--- src/rtl/core/b64e_pkg.sv ---
`default_nettype none

package b64e_pkg;

    // Pad character appended to a short final group.
    localparam logic [7:0] PAD_CHAR = 8'h3D;

    // Place of the next byte within its three-byte group, one-hot.
    typedef enum logic [2:0] {
        POS0 = 3'b001,
        POS1 = 3'b010,
        POS2 = 3'b100
    } group_pos_t;

    // Characters produced by one byte, queued between front and back.
    // chars[0] goes out first; last_idx is the index of the final valid
    // character, and msg_end marks that the entry's final character ends the message.
    typedef struct packed {
        logic [3:0][7:0] chars;
        logic [1:0]      last_idx;
        logic            msg_end;
    } entry_t;

    // Maps a six-bit value onto the standard base64 alphabet.
    function automatic logic [7:0] b64_sym(input logic [5:0] v);
        logic [7:0] c;
        if (v < 6'd26) begin
            c = 8'h41 + {2'b00, v};
        end
        else if (v < 6'd52) begin
            c = 8'h61 + {2'b00, v} - 8'd26;
        end
        else if (v < 6'd62) begin
            c = 8'h30 + {2'b00, v} - 8'd52;
        end
        else if (v == 6'd62) begin
            c = 8'h2B;
        end
        else begin
            c = 8'h2F;
        end
        return c;
    endfunction

endpackage

`default_nettype wire

--- src/rtl/core/b64e_if.sv ---
`default_nettype none

// Raw byte channel into the encoder.
interface b64e_byte_if;
    logic       valid;
    logic       ready;
    logic [7:0] data_byte;
    logic       final_byte;

    modport source (output valid, output data_byte, output final_byte, input ready);
    modport sink   (input valid, input data_byte, input final_byte, output ready);
endinterface

// Encoded character channel out of the encoder.
interface b64e_char_if;
    logic       valid;
    logic       ready;
    logic [7:0] out_char;
    logic       last_char;

    modport source (output valid, output out_char, output last_char, input ready);
    modport sink   (input valid, input out_char, input last_char, output ready);
endinterface

`default_nettype wire

--- src/rtl/core/b64e_front.sv ---
`default_nettype none

module b64e_front (
    input  wire              clk,
    input  wire              rst_n,
    b64e_byte_if.sink        byte_in,
    input  wire              fifo_full,
    output logic             push,
    output b64e_pkg::entry_t entry
);

    b64e_pkg::group_pos_t pos_reg;
    b64e_pkg::group_pos_t pos_next;
    logic [3:0]           left_reg;
    logic [3:0]           left_next;
    logic [7:0]           b;

    assign byte_in.ready = !fifo_full;
    assign push          = byte_in.valid && !fifo_full;
    assign b             = byte_in.data_byte;

    // Classify the byte by its group place and build its characters.
    always_comb
    begin
        entry.chars    = '0;
        entry.last_idx = 2'd0;
        entry.msg_end  = 1'b0;
        pos_next       = pos_reg;
        left_next      = left_reg;
        case (pos_reg)
            b64e_pkg::POS1:
            begin
                entry.chars[0] = b64e_pkg::b64_sym({left_reg[1:0], b[7:4]});
                if (byte_in.final_byte)
                begin
                    entry.chars[1] = b64e_pkg::b64_sym({b[3:0], 2'b00});
                    entry.chars[2] = b64e_pkg::PAD_CHAR;
                    entry.last_idx = 2'd2;
                    entry.msg_end  = 1'b1;
                    pos_next       = b64e_pkg::POS0;
                    left_next      = 4'd0;
                end
                else
                begin
                    pos_next  = b64e_pkg::POS2;
                    left_next = b[3:0];
                end
            end
            b64e_pkg::POS2:
            begin
                entry.chars[0] = b64e_pkg::b64_sym({left_reg, b[7:6]});
                entry.chars[1] = b64e_pkg::b64_sym(b[5:0]);
                entry.last_idx = 2'd1;
                entry.msg_end  = byte_in.final_byte;
                pos_next       = b64e_pkg::POS0;
                left_next      = 4'd0;
            end
            default:
            begin
                // Start of a group; an illegal place code is treated the same.
                entry.chars[0] = b64e_pkg::b64_sym(b[7:2]);
                if (byte_in.final_byte)
                begin
                    entry.chars[1] = b64e_pkg::b64_sym({b[1:0], 4'b0000});
                    entry.chars[2] = b64e_pkg::PAD_CHAR;
                    entry.chars[3] = b64e_pkg::PAD_CHAR;
                    entry.last_idx = 2'd3;
                    entry.msg_end  = 1'b1;
                    pos_next       = b64e_pkg::POS0;
                    left_next      = 4'd0;
                end
                else
                begin
                    pos_next  = b64e_pkg::POS1;
                    left_next = {2'b00, b[1:0]};
                end
            end
        endcase
    end

    // Group state advances only on an input transfer.
    always_ff @(posedge clk or negedge rst_n)
    begin
        if (!rst_n)
        begin
            pos_reg  <= b64e_pkg::POS0;
            left_reg <= 4'd0;
        end
        else if (push)
        begin
            pos_reg  <= pos_next;
            left_reg <= left_next;
        end
    end

    // A final byte always returns the encoder to the start of a group.
    a_final_restarts: assert property (@(posedge clk) disable iff (!rst_n)
        (push && byte_in.final_byte) |=> (pos_reg == b64e_pkg::POS0 && left_reg == 4'd0))
        else $error("group state not cleared after final byte");

endmodule

`default_nettype wire

--- src/rtl/core/b64e_fifo.sv ---
`default_nettype none

module b64e_fifo #(
    parameter int DEPTH = 2
) (
    input  wire              clk,
    input  wire              rst_n,
    input  wire              push,
    input  wire b64e_pkg::entry_t push_entry,
    input  wire              pop,
    output b64e_pkg::entry_t head,
    output logic             full,
    output logic             empty
);

    localparam int PTR_W = (DEPTH > 1) ? $clog2(DEPTH) : 1;
    localparam int CNT_W = $clog2(DEPTH + 1);

    b64e_pkg::entry_t slot_reg [DEPTH];
    logic [PTR_W-1:0] wr_ptr_reg;
    logic [PTR_W-1:0] wr_ptr_next;
    logic [PTR_W-1:0] rd_ptr_reg;
    logic [PTR_W-1:0] rd_ptr_next;
    logic [CNT_W-1:0] count_reg;
    logic [CNT_W-1:0] count_next;
    logic             do_push;
    logic             do_pop;

    assign full    = (count_reg == CNT_W'(DEPTH));
    assign empty   = (count_reg == '0);
    assign do_push = push && !full;
    assign do_pop  = pop && !empty;
    assign head    = slot_reg[rd_ptr_reg];

    // Pointer wrap and occupancy update.
    always_comb
    begin
        wr_ptr_next = wr_ptr_reg;
        rd_ptr_next = rd_ptr_reg;
        count_next  = count_reg;
        if (do_push)
        begin
            wr_ptr_next = (wr_ptr_reg == PTR_W'(DEPTH - 1)) ? '0 : wr_ptr_reg + PTR_W'(1);
        end
        if (do_pop)
        begin
            rd_ptr_next = (rd_ptr_reg == PTR_W'(DEPTH - 1)) ? '0 : rd_ptr_reg + PTR_W'(1);
        end
        if (do_push && !do_pop)
        begin
            count_next = count_reg + CNT_W'(1);
        end
        else if (do_pop && !do_push)
        begin
            count_next = count_reg - CNT_W'(1);
        end
    end

    always_ff @(posedge clk or negedge rst_n)
    begin
        if (!rst_n)
        begin
            wr_ptr_reg <= '0;
            rd_ptr_reg <= '0;
            count_reg  <= '0;
        end
        else
        begin
            wr_ptr_reg <= wr_ptr_next;
            rd_ptr_reg <= rd_ptr_next;
            count_reg  <= count_next;
        end
    end

    // Entry storage holds payload only.
    always_ff @(posedge clk)
    begin
        if (do_push)
        begin
            slot_reg[wr_ptr_reg] <= push_entry;
        end
    end

    a_no_overflow: assert property (@(posedge clk) disable iff (!rst_n)
        push |-> !full)
        else $error("queue written while full");

    a_no_underflow: assert property (@(posedge clk) disable iff (!rst_n)
        pop |-> !empty)
        else $error("queue read while empty");

    a_count_bound: assert property (@(posedge clk) disable iff (!rst_n)
        count_reg <= CNT_W'(DEPTH))
        else $error("queue occupancy out of range");

endmodule

`default_nettype wire

--- src/rtl/core/b64e_back.sv ---
`default_nettype none

module b64e_back (
    input  wire              clk,
    input  wire              rst_n,
    input  wire b64e_pkg::entry_t head,
    input  wire              fifo_empty,
    output logic             pop,
    b64e_char_if.source      char_out
);

    b64e_pkg::entry_t cur_reg;
    logic             cur_valid_reg;
    logic             cur_valid_next;
    logic [1:0]       idx_reg;
    logic [1:0]       idx_next;
    logic             out_valid_reg;
    logic             out_valid_next;
    logic [7:0]       out_char_reg;
    logic             last_char_reg;
    logic             out_free;
    logic             advance;
    logic             cur_done;

    assign out_free = !out_valid_reg || char_out.ready;
    assign advance  = cur_valid_reg && out_free;
    assign cur_done = advance && (idx_reg == cur_reg.last_idx);
    assign pop      = !fifo_empty && (!cur_valid_reg || cur_done);

    assign char_out.valid     = out_valid_reg;
    assign char_out.out_char  = out_char_reg;
    assign char_out.last_char = last_char_reg;

    // Walk the characters of the current entry, one per output transfer slot.
    always_comb
    begin
        cur_valid_next = cur_valid_reg;
        idx_next       = idx_reg;
        if (pop)
        begin
            cur_valid_next = 1'b1;
            idx_next       = 2'd0;
        end
        else if (cur_done)
        begin
            cur_valid_next = 1'b0;
        end
        else if (advance)
        begin
            idx_next = idx_reg + 2'd1;
        end
    end

    // The output register empties when its transfer completes with nothing behind it.
    always_comb
    begin
        out_valid_next = out_valid_reg;
        if (advance)
        begin
            out_valid_next = 1'b1;
        end
        else if (char_out.ready)
        begin
            out_valid_next = 1'b0;
        end
    end

    always_ff @(posedge clk or negedge rst_n)
    begin
        if (!rst_n)
        begin
            cur_valid_reg <= 1'b0;
            idx_reg       <= 2'd0;
            out_valid_reg <= 1'b0;
        end
        else
        begin
            cur_valid_reg <= cur_valid_next;
            idx_reg       <= idx_next;
            out_valid_reg <= out_valid_next;
        end
    end

    // Payload registers.
    always_ff @(posedge clk)
    begin
        if (pop)
        begin
            cur_reg <= head;
        end
        if (advance)
        begin
            out_char_reg  <= cur_reg.chars[idx_reg];
            last_char_reg <= cur_reg.msg_end && (idx_reg == cur_reg.last_idx);
        end
    end

    a_idx_in_entry: assert property (@(posedge clk) disable iff (!rst_n)
        cur_valid_reg |-> (idx_reg <= cur_reg.last_idx))
        else $error("character index past end of entry");

endmodule

`default_nettype wire

--- src/rtl/core/base64_stream_encoder_top.sv ---
// Channel    Dir  Payload                        Meaning
// byte_in    in   data_byte[7:0], final_byte     raw message byte, end-of-message flag
// char_out   out  out_char[7:0], last_char       base64 character or pad, last flag
//
// A byte is taken whenever the queue has room, and characters leave one per cycle
// while char_out is ready; a byte yields 1 to 4 characters, and a long message
// is paced by the single character output port.
// A first character passes the queue slot, current-entry register and output register.
// Reset clears the group state, the queue and the output register.
// The byte and character sides stall independently through a FIFO_DEPTH entry queue.
`default_nettype none

module base64_stream_encoder_top #(
    parameter int FIFO_DEPTH = 2
) (
    input  wire         clk,
    input  wire         rst_n,
    b64e_byte_if.sink   byte_in,
    b64e_char_if.source char_out
);

    b64e_pkg::entry_t push_entry;
    b64e_pkg::entry_t head;
    logic             push;
    logic             pop;
    logic             fifo_full;
    logic             fifo_empty;

    b64e_front u_front (
        .clk       (clk),
        .rst_n     (rst_n),
        .byte_in   (byte_in),
        .fifo_full (fifo_full),
        .push      (push),
        .entry     (push_entry)
    );

    b64e_fifo #(
        .DEPTH (FIFO_DEPTH)
    ) u_fifo (
        .clk        (clk),
        .rst_n      (rst_n),
        .push       (push),
        .push_entry (push_entry),
        .pop        (pop),
        .head       (head),
        .full       (fifo_full),
        .empty      (fifo_empty)
    );

    b64e_back u_back (
        .clk        (clk),
        .rst_n      (rst_n),
        .head       (head),
        .fifo_empty (fifo_empty),
        .pop        (pop),
        .char_out   (char_out)
    );

endmodule

`default_nettype wire
--- src/flat_wrapper.sv ---
// flat-port wrapper written by rule: the top's interface ports become plain ports
module base64_stream_encoder_top_flat 
#(
    parameter int FIFO_DEPTH = 2
)
  (clk, rst_n, byte_in_valid, byte_in_data_byte, byte_in_final_byte, byte_in_ready, char_out_valid, char_out_out_char, char_out_last_char, char_out_ready);
  b64e_byte_if byte_in_i ();
  b64e_char_if char_out_i ();
  input  wire clk;
  input  wire rst_n;
  input wire logic [$bits(byte_in_i.valid)-1:0] byte_in_valid;
  input wire logic [$bits(byte_in_i.data_byte)-1:0] byte_in_data_byte;
  input wire logic [$bits(byte_in_i.final_byte)-1:0] byte_in_final_byte;
  output wire logic [$bits(byte_in_i.ready)-1:0] byte_in_ready;
  output wire logic [$bits(char_out_i.valid)-1:0] char_out_valid;
  output wire logic [$bits(char_out_i.out_char)-1:0] char_out_out_char;
  output wire logic [$bits(char_out_i.last_char)-1:0] char_out_last_char;
  input wire logic [$bits(char_out_i.ready)-1:0] char_out_ready;
  assign byte_in_i.valid = byte_in_valid;
  assign byte_in_i.data_byte = byte_in_data_byte;
  assign byte_in_i.final_byte = byte_in_final_byte;
  assign byte_in_ready = byte_in_i.ready;
  assign char_out_valid = char_out_i.valid;
  assign char_out_out_char = char_out_i.out_char;
  assign char_out_last_char = char_out_i.last_char;
  assign char_out_i.ready = char_out_ready;
  base64_stream_encoder_top #(.FIFO_DEPTH(FIFO_DEPTH)) u_core (.clk(clk), .rst_n(rst_n), .byte_in(byte_in_i), .char_out(char_out_i));
endmodule
--- config.mk ---
export PLATFORM = sky130hd
export DESIGN_NAME = base64_stream_encoder_top_flat
export DESIGN_NICKNAME = d
export VERILOG_FILES = /design/src/rtl/core/b64e_pkg.sv /design/src/rtl/core/b64e_if.sv /design/src/rtl/core/b64e_front.sv /design/src/rtl/core/b64e_fifo.sv /design/src/rtl/core/b64e_back.sv /design/src/rtl/core/base64_stream_encoder_top.sv /design/src/flat_wrapper.sv
export SDC_FILE = /design/constraint.sdc
export NUM_CORES = 1
export LEC_CHECK = 0
export BUFFER_PORTS_ARGS = -buffer_cell sky130_fd_sc_hd__buf_2
export CAP_MARGIN = 20
export CORE_ASPECT_RATIO = 2
export CORE_UTILIZATION = 62
export CTS_CLUSTER_DIAMETER = 50
export DETAILED_ROUTE_END_ITERATION = 6
export PLACE_DENSITY_LB_ADDON = 0.15
export SLEW_MARGIN = 20
export SYNTH_ARGS = -nofsm -noshare
export SYNTH_HDL_FRONTEND = slang
export SYNTH_SLANG_ARGS = --single-unit
--- constraint.sdc ---
create_clock -name clk -period 3.7 [get_ports clk]
set_clock_uncertainty 0.05 [all_clocks]
set_input_delay 0.555 -clock clk [delete_from_list [all_inputs] [get_ports clk]]
set_output_delay 0.555 -clock clk [all_outputs]
set_load 0.01 [all_outputs]
# Word level (Yosys, flattened, before mapping)
# Memory sizes are Yosys's and may differ from the RTL's. A register that Yosys moved wholly into a read port is not among the register bits.
# Cells that the tools add are included.
word_totals:
  word_cells: 148
  in_bits: 13
  out_inout_bits: 11
  regBits: 24
  ramBits: 70
  mem_count: 1
op_classes:
  addsub: 35
  n_eq_ne: 9
  n_reduce_logical: 24
  mux: 50
  n_lt_le_gt_ge: 19
mem_list:
  columns: ["name", "depth", "word_bits", "read_ports", "rd_ports_with_merged_regs", "wr", "line_no", "text"]
  rows:
  - ["u_core.u_fifo.slot_reg", 2, 35, 1, 1, 1, "b64e_fifo.sv:19", "b64e_pkg::entry_t slot_reg [DEPTH];"]
ops:
  columns: ["op", "count"]
  rows:
  - ["$mux 8", 20]
  - ["$add 7x6->8 const A", 12]
  - ["$lt 6x6->1 const B", 12]
  - ["$sub 7x6->8 const B", 6]
  - ["$sub 8x5->8 const B", 6]
  - ["$add 6x6->7 const A", 6]
  - ["$pmux 19 s2", 1]
  - ["$lt 6x5->1 const B", 6]
  - ["$eq 6x6->1 const B", 4]
  - ["$mux 22", 1]
  - ["$mux 3", 7]
  - ["$bmux 8 s2", 1]
  - ["$pmux 8 s2", 1]
  - ["$mux 14", 1]
  - ["$mux 2", 7]
  - ["$logic_and 1x1->1", 9]
  - ["$mux 1", 8]
  - ["$pmux 4 s2", 1]
  - ["$reduce_bool 2->1", 4]
  - ["$logic_not 1->1", 6]
  - ["$pmux 3 s2", 1]
  - ["$add 2x1->2 const B", 2]
  - ["$mux 4", 1]
  - ["$eq 3x2->1 const B", 1]
  - ["11 further kinds", 13]

# Depth between registers and ports, before layout
# Gate-level depths: netlist (run 1).
depth:
  ltp_word: 10
  mapped_depth: 10
  depth_no_buf: 8

# Cells and area by module
# Synthesis (run 1) repeated with hierarchy kept, for this count alone.
hier_totals:
  hier_cells: 574
  hier_area_um2: 7029.2
by_module_without_submodules:
  columns: ["mod", "area_each_um2", "seq_area_each_um2", "cells_each", "n_inst"]
  rows:
  - ["b64e_fifo", 2872.8, 2202.1, 128, 1]
  - ["b64e_front", 2411.1, 176.4, 370, 1]
  - ["b64e_back", 1745.4, 1421.4, 76, 1]

# Least setup slack after synthesis (run 1)
# Ideal clock, no wire load.
synth_path:
  path_type: "reg2reg"
  from: "register u_core.u_back.idx_reg[0]"
  to: "register u_core.u_fifo.count_reg[1]"
  path_slack_ns: 0.717
  t_arrival_ns: 2.854
  path_stages_with_launch: 10
  setup_time_ns: 0.079
  path_buffers: 1
  required_time_ns: 3.571
  period_less_slack_ns: 2.983
  cell_sequence: "dfrtp_1 clkbuf_1 xnor2_1 nand3_1 a21oi_1 inv_1 ha_1 xor2_1 nor2_1 xor2_1"
synth_via:
  elab_chain_len: 8
  elab_cells_between_ends: 10
  classes_between: "eq/ne: 1; mux: 1; reduce/logical: 8"
synth_lines:
  columns: ["element", "line_no", "text"]
  rows:
  - ["start, declared", "b64e_back.sv:15", "logic [1:0] idx_reg;"]
  - ["start signal, assigned", "b64e_back.sv:79", "idx_reg <= idx_next;"]
  - ["$eq 2x2->1 *", "b64e_back.sv:27", "assign cur_done = advance && (idx_reg == cur_reg.last_idx);"]
  - ["$logic_and 1x1->1 *", "b64e_back.sv:27", null]
  - ["$logic_or 1x1->1 *", "b64e_back.sv:28", "assign pop = !fifo_empty && (!cur_valid_reg || cur_done);"]
  - ["$logic_and 1x1->1 *", "b64e_back.sv:28", null]
  - ["named net u_core.pop", "base64_stream_encoder_top.sv:25", "logic pop;"]
  - ["$logic_and 1x1->1 *", "b64e_fifo.sv:32", "assign do_pop = pop && !empty;"]
  - ["$logic_not 1->1", "b64e_fifo.sv:49", "if (do_push && !do_pop)"]
  - ["$logic_and 1x1->1", "b64e_fifo.sv:49", null]
  - ["$mux 2 or $reduce_bool 2->1 (tied branches)", null, null]
  - ["end signal, assigned", "b64e_fifo.sv:71", "count_reg <= count_next;"]
  - ["end, declared", "b64e_fifo.sv:24", "logic [CNT_W-1:0] count_reg;"]
# The timed path passes the listed nets; every way through them passes the cells marked *.
# A chain may end at the register's enable or synchronous reset.

==> results.json, run 1 <==
{
  "status": "complete, no violations",
  "grt_pass1_wl_mm": 22.11,
  "diodes": 0,
  "cp.required_ns": 3.84,
  "port_buffers": 23,
  "critical_path_arrival_ns": 3.07,
  "vias": 4114,
  "ctsHoldBuffers": 0,
  "r2r_start": "u_core.u_front.left_reg[1]",
  "crit_type": "flip-flop to flip-flop",
  "synth_top_family_by_area": "compound AO/OA/AOI/OAI gates",
  "post-route-period-util_pct": 79.18,
  "fin_crit_ns": 2.930,
  "critPathMaxFanout": 16,
  "drt_iter0_drc": 306,
  "crit_end": "u_core.u_fifo.slot_reg[1][5]",
  "syn_area_per_cell_um2": 10.28,
  "grt_overflow": 0,
  "synth-main-ff-cell": "edfxtp_1",
  "crit_slowest_cell": "dfrtp_1",
  "drc_errors": 0,
  "hp-class": "primary input to asynchronous set/reset pin",
  "globalplace.congestion": 0.9551,
  "std_cell_rows": 47,
  "io_pins": 24,
  "cts_max_path_buffers": 2,
  "grt_max_degree": 25,
  "clk_pin_slew_ns": 0.06,
  "slowest_delay_ns": 0.61,
  "largest_reg_flops": 40,
  "synth_area_leaders": "edfxtp_1 (40%), dfrtp_1 (6.7%), ha_1 (5.0%), mux2_2 (5.0%), o21ai_0 (3.9%)",
  "die_w_um": 66.78,
  "grt.total_usage_pct": 34.60,
  "avgRoutedWirePerCell_um": 22.69,
  "powerDensity_mw_per_mm2": 718.1,
  "path_buf_inv": 1,
  "core_mm2": 0.008233,
  "ys_ff_latch": 84,
  "cts_resized": 0,
  "synth-simple-area-share_pct": 15.17,
  "wirelength_mm": 13.98,
  "cp-startpoint": "u_core.u_front.left_reg[1]",
  "hold_viol": 0,
  "ctsRootBufferMaster": "clkbuf_16",
  "max_cap_viol_count": 0,
  "finalMaxSlewViolations": 0,
  "vdd_drop_max_uv": 409.6,
  "r2r_slack_ns": 0.77,
  "h-tree-depth": 3,
  "antenna_found_initial": 0,
  "path_cells": "inv_1, ha_1, a21oi_2, and2_1, nor3_1, a2111o_1, nand4_1",
  "synth_top_cell_by_area": "edfxtp_1",
  "layout_commonest_cell": "edfxtp_1",
  "ys_warn_count": 0,
  "setup_viol": 0,
  "worstSetupStartpointType": "flip-flop",
  "final_layout_size_suffix_gt1_share_pct": 15.64,
  "synthDominantCellAreaShare_pct": 39.82,
  "post-cts-setup-buffers": 0,
  "yosysUniqueCellTypes": 67,
  "clock_latency_ns": 0.34,
  "finalNetCount": 547,
  "synth_edf_count": 69,
  "yosysSeqAreaShare_pct": 47.05,
  "final.setup.tns_ns": 0,
  "path_delay_family": "simple AND/OR/NAND/NOR gates",
  "rsz0062_at_grt": "no",
  "synth_adder_area_share_pct": 5.049,
  "synth-compound-area-share_pct": 17.99,
  "total_power_mw": 4.045,
  "synth_fp_nets": 540,
  "cts_tree": "built",
  "r2r_cells": 7,
  "max-slew-margin-rel_pct": 37.24,
  "cts_num_sinks": 84,
  "synthMuxAreaShare_pct": 6.131,
  "die_h_um": 131.6,
  "dp_hpwl_mm": 10.25,
  "synth_xor_area_share_pct": 3.871,
  "syn_inst": 506,
  "async_flop_share_pct": 17.86,
  "p_leak_nw": 2.039,
  "crit_path_end_kind": "flip-flop",
  "fillers": 636,
  "clock.fmax_mhz": 341.3,
  "die-area_mm2": 0.008786,
  "cp.depth": 7,
  "start_util_pct": 63.21,
  "antenna_left": 0,
  "avgViaCountPerCell": 6.679,
  "final_cell_mix": "edfxtp_1 (69), o21ai_0 (41), nand2_1 (37)",
  "tightest_slew_ns": 0.9414,
  "syn_to_final_growth_pct": 8.247,
  "rr_endpoint": "u_core.u_fifo.slot_reg[1][5]",
  "grt_pass1_vias": 4193,
  "cts_buffers": 9,
  "dr.pass1.iters": 5,
  "netlist_area_mm2": 0.005204
}
## worst register-to-register path, delay by kind of cell (launching register included)
kind                     cells  cell delay (ns)
adder cells (fa/ha/maj)      1             0.29
buffers and inverters        1             0.23
AND/OR/NAND/NOR              3             0.85
AO/OA/AOI/OAI                2             0.74
flip-flops                   1             0.61
## layer usage
layer,GRT usage (%),wire (um)
met2,62.96,7926
met1,33.47,4692
met3,5.556,467
met5,0,0
met4,22.93,892
## cells in the mapped netlist (all sizes together), types with 3 or more instances
cell type / n
mux2i: 6
o211ai: 9
o21a: 4
a21o: 4
or3: 5
mux2: 23
o22ai: 5
dfrtp: 14
nor3: 10
edfxtp: 69
nand2: 37
xor2: 8
a21oi: 27
and3: 3
a221oi: 3
buf: 21
and2: 7
ha: 21
a211oi: 7
inv: 22
o311ai: 5
nand3: 24
clkbuf: 13
o21ai: 42
nor2: 27
nand2b: 11
nor2b: 8
nand4b: 3
nand4: 5
a31oi: 8
xnor2: 15
o31ai: 8
## per-stage QoR
| step | hold WS (ns) | util (%) | instances | setup slack [ns] | cell area, um^2 |
|---|---|---|---|---|---|
| final | 0.05462 | 68.42 | 616 | 0.7704 | 5633 |
| after detailed placement | 0.4281 | 64.79 | 600 | 0.5580 | 5334 |
| after global routing | 0.07763 | 68.42 | 616 | 0.6167 | 5633 |
| after CTS | 0.06728 | 68.42 | 616 | 0.8190 | 5633 |
| after floorplan | 0.2094 | - | 506 | 0.7169 | 5204 |
| after global placement | 0.4185 | 64.79 | 600 | 0.6255 | 5334 |
## power by group
group | switching, mW | leakage (nW) | internal (mW) | total, mW
combinational | 0.841 | 1.06 | 0.542 | 1.38
clock | 0.362 | 0.146 | 0.525 | 0.887
sequential | 0.271 | 0.828 | 1.50 | 1.77
total | 1.47 | 2.04 | 2.57 | 4.04
## cells by family after synthesis
family                   Yosys count
multiplexers                      29
adder cells (fa/ha/maj)           21
AND/OR/NAND/NOR                  151
XOR/XNOR                          23
AO/OA/AOI/OAI                    142
buffers and inverters             56
flip-flops                        84
## worst min-delay path by stage
stage	end	cells past startpoint	slack (ns)
floorplan	u_core.u_back.char_out.valid	0	0.21
finish	u_core.u_front.left_reg[1]	1	0.05
detailed placement	u_core.u_front.left_reg[2]	1	0.43
global placement	u_core.u_front.left_reg[0]	1	0.42
global route	u_core.u_front.left_reg[1]	1	0.08
CTS	u_core.u_back.idx_reg[1]	1	0.07
## cell type report
class                      instances  area [um^2]  share of cell area (%)
sequential                        84         2449                   43.47
multi-input combinational        366         2512                   44.60
tap                               98        122.6                   2.177
timing repair buffer              30        167.7                   2.976
clock buffer                       9        225.2                   3.998
clock inverter                     7        73.82                   1.311
inverter                          22        82.58                   1.466
Note: power is estimated with default switching activity, not from simulation.
==> run 2, diff against run 1 <==
- ABC_AREA: unset -> 1
- clock period: 3.7 -> 2.74 ns (I/O delays scaled with it)
==> run 2 against run 1 <==
Against the previous run:
- first-iteration DRC count is 9.8% higher
- worst setup slack lost 0.25 ns
- total power increased by 30%
- sequential share of layout area fell by 0.34 points
- cell count rose by 24%
- sequential cell count stayed put
- clock-buffer cell count up 2
- largest power group unchanged
==> results.json, run 2 <==
{
  "status": "complete, no violations",
  "dr.pass1.iters": 7,
  "ys_warn_count": 0,
  "worstSetupStartpointType": "flip-flop",
  "stdcell_count": 763,
  "powerDensity_mw_per_mm2": 926.2,
  "finalMaxSlewViolations": 0,
  "path_buf_inv": 1,
  "drt_iter0_drc": 336,
  "tightest_slew_ns": 0.6961,
  "clock.fmax_mhz": 451.6,
  "port_buffers": 23,
  "crit_type": "flip-flop to flip-flop",
  "slowest_delay_ns": 0.59,
  "crit_slowest_cell": "dfrtp_1",
  "cp-startpoint": "u_core.u_front.left_reg[0]",
  "whs_ns": 0.2923,
  "final_cell_mix": "nand2_1 (209), edfxtp_1 (69), nand3_1 (64)",
  "synth_fp_nets": 667,
  "diodes": 0,
  "cts_buffers": 9,
  "ctsHoldBuffers": 1,
  "maxUsedRoutingLayer": "met4",
  "grt.total_usage_pct": 35.81,
  "vias": 4529,
  "core_mm2": 0.008000,
  "async_flop_share_pct": 17.86,
  "max_cap_viol_count": 0,
  "crit_path_end_kind": "flip-flop",
  "avgRoutedWirePerCell_um": 18.61,
  "wl_met2_mm": 7.840,
  "hold_viol": 0,
  "cts_max_path_buffers": 2,
  "io_pins": 24,
  "syn_inst": 633,
  "rsz0062_at_grt": "no",
  "final.setup.tns_ns": 0,
  "synth_edf_count": 69,
  "layout_commonest_cell": "nand2_1",
  "yosys-top-cells-count": "nand2_1 (209), edfxtp_1 (69), nand3_1 (64)",
  "synth-main-ff-cell": "edfxtp_1",
  "yosysSeqAreaShare_pct": 47.67,
  "p_leak_nw": 2.518,
  "path_cells": "inv_1, ha_1, nand2_1, nand2_1, nand2_1, nand2_2, or2_1, nand3_1, nand3_1",
  "die_w_um": 66.36,
  "clock_latency_ns": 0.33,
  "post-route-period-util_pct": 80.82,
  "dp_hpwl_mm": 10.53,
  "critical_path_arrival_ns": 2.21,
  "grt_pass1_wl_mm": 22.29,
  "cts_resized": 0,
  "setup_viol": 0,
  "cts_tree": "built",
  "start_util_pct": 64.20,
  "r2r_start": "u_core.u_front.left_reg[0]",
  "syn_area_per_cell_um2": 8.114,
  "synth_area_leaders": "edfxtp_1 (40%), nand2_1 (15%), dfrtp_1 (6.8%), nand3_1 (6.2%), ha_1 (5.1%)",
  "synth_top_cell_by_area": "edfxtp_1",
  "max-slew-margin-rel_pct": 53.59,
  "vdd_drop_max_uv": 435.2,
  "die-area_mm2": 0.008674,
  "critPathMaxFanout": 8,
  "grt_pass1_vias": 4345,
  "final_layout_size_suffix_gt1_share_pct": 12.44,
  "die_h_um": 130.7,
  "post-cts-setup-buffers": 0,
  "wirelength_mm": 14.20,
  "hp-start": "char_out_ready",
  "cts_num_sinks": 84,
  "ctsRootBufferMaster": "clkbuf_16",
  "place_inst": 746,
  "yosysUniqueCellTypes": 32,
  "fin_crit_ns": 2.215,
  "synthDominantCellAreaShare_pct": 40.34,
  "largest_reg_flops": 40,
  "wl_met3_um": 661,
  "crit_path_frequent_cell": "nand2_1",
  "syn_to_final_growth_pct": 10.52,
  "grt_overflow": 0,
  "hp-class": "primary input to flip-flop",
  "ys_ff_latch": 84,
  "path_delay_family": "simple AND/OR/NAND/NOR gates",
  "globalplace.congestion": 0.9874,
  "antenna_found_initial": 0,
  "avgViaCountPerCell": 5.936,
  "std_cell_rows": 46,
  "clk_pin_slew_ns": 0.06,
  "cp.required_ns": 2.73,
  "grt_max_degree": 22,
  "wl_met1_mm": 4.714,
  "finalNetCount": 696,
  "netlist_area_mm2": 0.005136,
  "synthMostInstantiatedCell": "nand2_1",
  "h-tree-depth": 3,
  "drc_errors": 0,
  "antenna_left": 0
}
run 2: path summary, 6_finish.rpt:
kind	cells past startpoint	slack, ns	end
worst max-delay path	9	0.53	u_core.u_fifo.slot_reg[0][4]
worst min-delay path	4	0.29	u_core.u_back.char_out.valid
worst max register to register	9	0.53	u_core.u_fifo.slot_reg[0][4]
worst min register to register	2	0.45	u_core.u_back.cur_valid_reg
max in group asynchronous	2	1.84	u_core.u_front.pos_reg[0]
min in group asynchronous	2	0.49	u_core.u_front.left_reg[2]
run 2: logic make-up after synthesis:
kind of cell / synth area share (%)
buffers and inverters: 6.553
flip-flops: 47.67
XOR/XNOR: 2.728
adder cells (fa/ha/maj): 5.116
AO/OA/AOI/OAI: 8.063
AND/OR/NAND/NOR: 29.87
run 2: metal layers:
metal  GRT usage, %  up-vias
li1               -     2168
met1          36.60     2083
met2          65.85      213
met3          4.080       65
met4          24.41        0
met5              0        -
run 2: per-stage QoR:
step                total power, mW  worst slack (ns)  cell area (um^2)  util (%)
global placement              3.850            0.4665              5358     66.97
global route                  5.580            0.3368              5677     70.96
detailed placement            3.967            0.4417              5358     66.97
finish                        5.258            0.5254              5677     70.96
CTS                           5.250            0.5803              5677     70.96
floorplan                     3.380            0.4849              5136         -
run 2: power breakdown:
group / internal, mW / total, mW / switching (mW)
logic: 0.532 / 1.75 / 1.22
registers: 2.02 / 2.26 / 0.239
clock network: 0.794 / 1.25 / 0.460
total: 3.34 / 5.26 / 1.91
run 2: area by class of cell:
type	instances	area (um^2)
flip-flops and latches	84	2449
multi-input cells	469	2351
fillers	620	2323
inverters	63	240.2
clock buffers	11	232.7
repair buffers	35	207.7
well taps	96	120.1
clock inverters	5	76.32
run 2: worst reg2reg max path: stages (launching register included):
cell	delay, ns
dfrtp_1	0.59
inv_1	0.25
ha_1	0.27
nand2_1	0.06
nand2_1	0.05
nand2_1	0.07
nand2_2	0.14
or2_1	0.24
nand3_1	0.08
nand3_1	0.14
==> run 3, diff against run 2 <==
- CORE_UTILIZATION: 62 -> 56
- clock period: 2.74 -> 2 ns (I/O delays scaled with it)
==> run 3 against run 2 <==
Against the previous run:
- first-iteration DRC count shrank 32%
- largest power group unchanged
- die area is 10% higher
- critical endpoint is now u_core.u_fifo.slot_reg[0][9]
- clock power rose by 26%
==> results.json, run 3 (synthesized netlist as in run 2, its figures left out) <==
{
  "clock.fmax_mhz": 534.4,
  "clock_latency_ns": 0.33,
  "ctsRootBufferMaster": "clkbuf_16",
  "drt_iter0_drc": 227,
  "antenna_found_initial": 0,
  "crit_type": "flip-flop to flip-flop",
  "cts_max_path_buffers": 2,
  "grt_overflow": 0,
  "place_inst": 774,
  "vdd_drop_max_uv": 601.6,
  "die_h_um": 137.4,
  "place_ws_ns": -0.05269,
  "cts_tree": "built",
  "largest_reg_flops": 40,
  "stdcell_count": 792,
  "final_layout_size_suffix_gt1_share_pct": 16.09,
  "pwr-share-comb_pct": 35.8,
  "port_buffers": 23,
  "drc_errors": 0,
  "critical_path_arrival_ns": 1.87,
  "whs_path_depth": 1,
  "cp.required_ns": 2.00,
  "p_int_mw": 4.613,
  "diodes": 0,
  "hold_viol": 0,
  "hp-class": "primary input to flip-flop",
  "max_cap_viol_count": 0,
  "dr.pass1.iters": 5,
  "dp_hpwl_mm": 10.13,
  "vias": 4436,
  "syn_to_final_growth_pct": 14.42,
  "wirelength_mm": 12.80,
  "finalNetCount": 719,
  "fin_crit_ns": 1.871,
  "slowest_delay_ns": 0.39,
  "worstSetupStartpointType": "flip-flop",
  "path_cells": "inv_1, ha_1, a21oi_1, nand2_2, inv_4, nand4_1, nand3_1, nand3_1",
  "max-slew-margin-rel_pct": 57.22,
  "std_cell_rows": 49,
  "post-route-period-util_pct": 93.57,
  "cts_buffers": 9,
  "setup_ws_ns": 0.1286,
  "grt_pass1_vias": 4263,
  "powerDensity_mw_per_mm2": 1204,
  "critPathMaxFanout": 8,
  "p_leak_nw": 2.635,
  "p_seq_share_pct": 42.0,
  "tightest_slew_ns": 0.6410,
  "grt_pass1_wl_mm": 20.56,
  "avgRoutedWirePerCell_um": 16.16,
  "switching_share_pct": 34.80,
  "crit_path_end_kind": "flip-flop",
  "h-tree-depth": 3,
  "crit_path_frequent_cell": "nand3_1",
  "rsz0062_at_grt": "no",
  "die_w_um": 69.72,
  "core_mm2": 0.008951,
  "io_pins": 24,
  "crit_slowest_cell": "dfrtp_1",
  "status": "complete, no violations",
  "final_cell_mix": "nand2_1 (209), edfxtp_1 (69), nand3_1 (64)",
  "clk_pin_slew_ns": 0.06,
  "finalMaxSlewViolations": 0,
  "p_clk_share_pct": 22.2,
  "avgViaCountPerCell": 5.601,
  "antenna_left": 0,
  "globalplace.congestion": 1.047,
  "cts_num_sinks": 84,
  "setup_viol": 0,
  "grt.total_usage_pct": 28.23,
  "start_util_pct": 57.38,
  "layout_commonest_cell": "nand2_1",
  "p_switching_mw": 2.463,
  "grt_max_degree": 22,
  "die-area_mm2": 0.009582,
  "r2r_cells": 8
}
[run 3: changes by cell type in the layout (fill, tap and decap cells not counted), moves of 2 or more]
cell | previous run | this run
buf_4 | 11 | 33
bufinv_16 | 2 | 0
clkbuf_1 | 2 | 4
clkbuf_16 | 9 | 11
nor2_1 | 52 | 50
nor2_2 | 3 | 5
[run 3: final timing paths]
check,startpoint,end,slack (ns)
setup / recovery,u_core.u_front.left_reg[1],u_core.u_fifo.slot_reg[0][9],0.13
hold / removal,byte_in_final_byte,u_core.u_fifo.slot_reg[0][0],0.16
hold reg to reg,u_core.u_back.cur_valid_reg,u_core.u_back.cur_valid_reg,0.44
setup reg to reg,u_core.u_front.left_reg[1],u_core.u_fifo.slot_reg[0][9],0.13
min in group asynchronous,rst_n,u_core.u_front.left_reg[1],0.38
max in group asynchronous,rst_n,u_core.u_front.pos_reg[0],1.23
[run 3: what timing repair did]
| action | in CTS | in global routing |
|---|---|---|
| buffers inserted | 0 | 1 |
| endpoints found under the setup margin | 0 | 14 |
| gates resized for setup | 0 | 6 |
| hold buffers | 1 | 0 |
| hold endpoints to repair | 14 | 0 |
[run 3: layout make-up]
class | instances | area [um^2]
fill | 765 | 3074
sequential | 84 | 2449
multi-input combinational | 469 | 2370
timing repair buffer | 58 | 392.9
clock buffer | 15 | 290.3
inverter | 63 | 242.7
tap | 102 | 127.6
clock inverter | 1 | 5.005
[run 3: power groups by stage]
stage	clock network (mW)	registers, mW	logic [mW]
5_1_grt	1.67	3.02	2.83
2_1_floorplan	0	3.02	1.61
3_5_place_dp	0	3.00	2.50
4_1_cts	1.59	2.97	2.53
3_3_place_gp	0	2.98	2.43
6_report	1.57	2.97	2.54
[run 3: worst max-delay path, delay by kind of cell (launching register included)]
kind	cells	cell delay [ns]
buffers and inverters	2	0.24
AO/OA/AOI/OAI	1	0.17
flip-flops	1	0.39
AND/OR/NAND/NOR	4	0.51
adder cells (fa/ha/maj)	1	0.24
[run 3: stage by stage]
stage	hold WS, ns	total power, mW	setup TNS (ns)	util, %	cell area [um^2]
after global routing	0.1728	7.526	0	65.66	5877
after floorplan	-0.04559	4.636	-0.0008082	-	5142
final	0.1645	7.076	0	65.66	5877
after global placement	0.1700	5.408	-0.02523	61.99	5549
after detailed placement	0.1792	5.505	-0.1108	61.99	5549
after CTS	0.1618	7.098	0	65.40	5854
[run 3: per-layer routing]
metal / GRT usage [%] / part of all wire (%) / wire (um) / vias to the layer above
li1: - / - / - / 2209
met3: 2.707 / 2.9 / 370 / 57
met2: 55.61 / 56 / 7221 / 140
met4: 19.56 / 6.3 / 802 / 0
met5: 0 / 0 / 0 / -
met1: 26.78 / 34 / 4405 / 2030
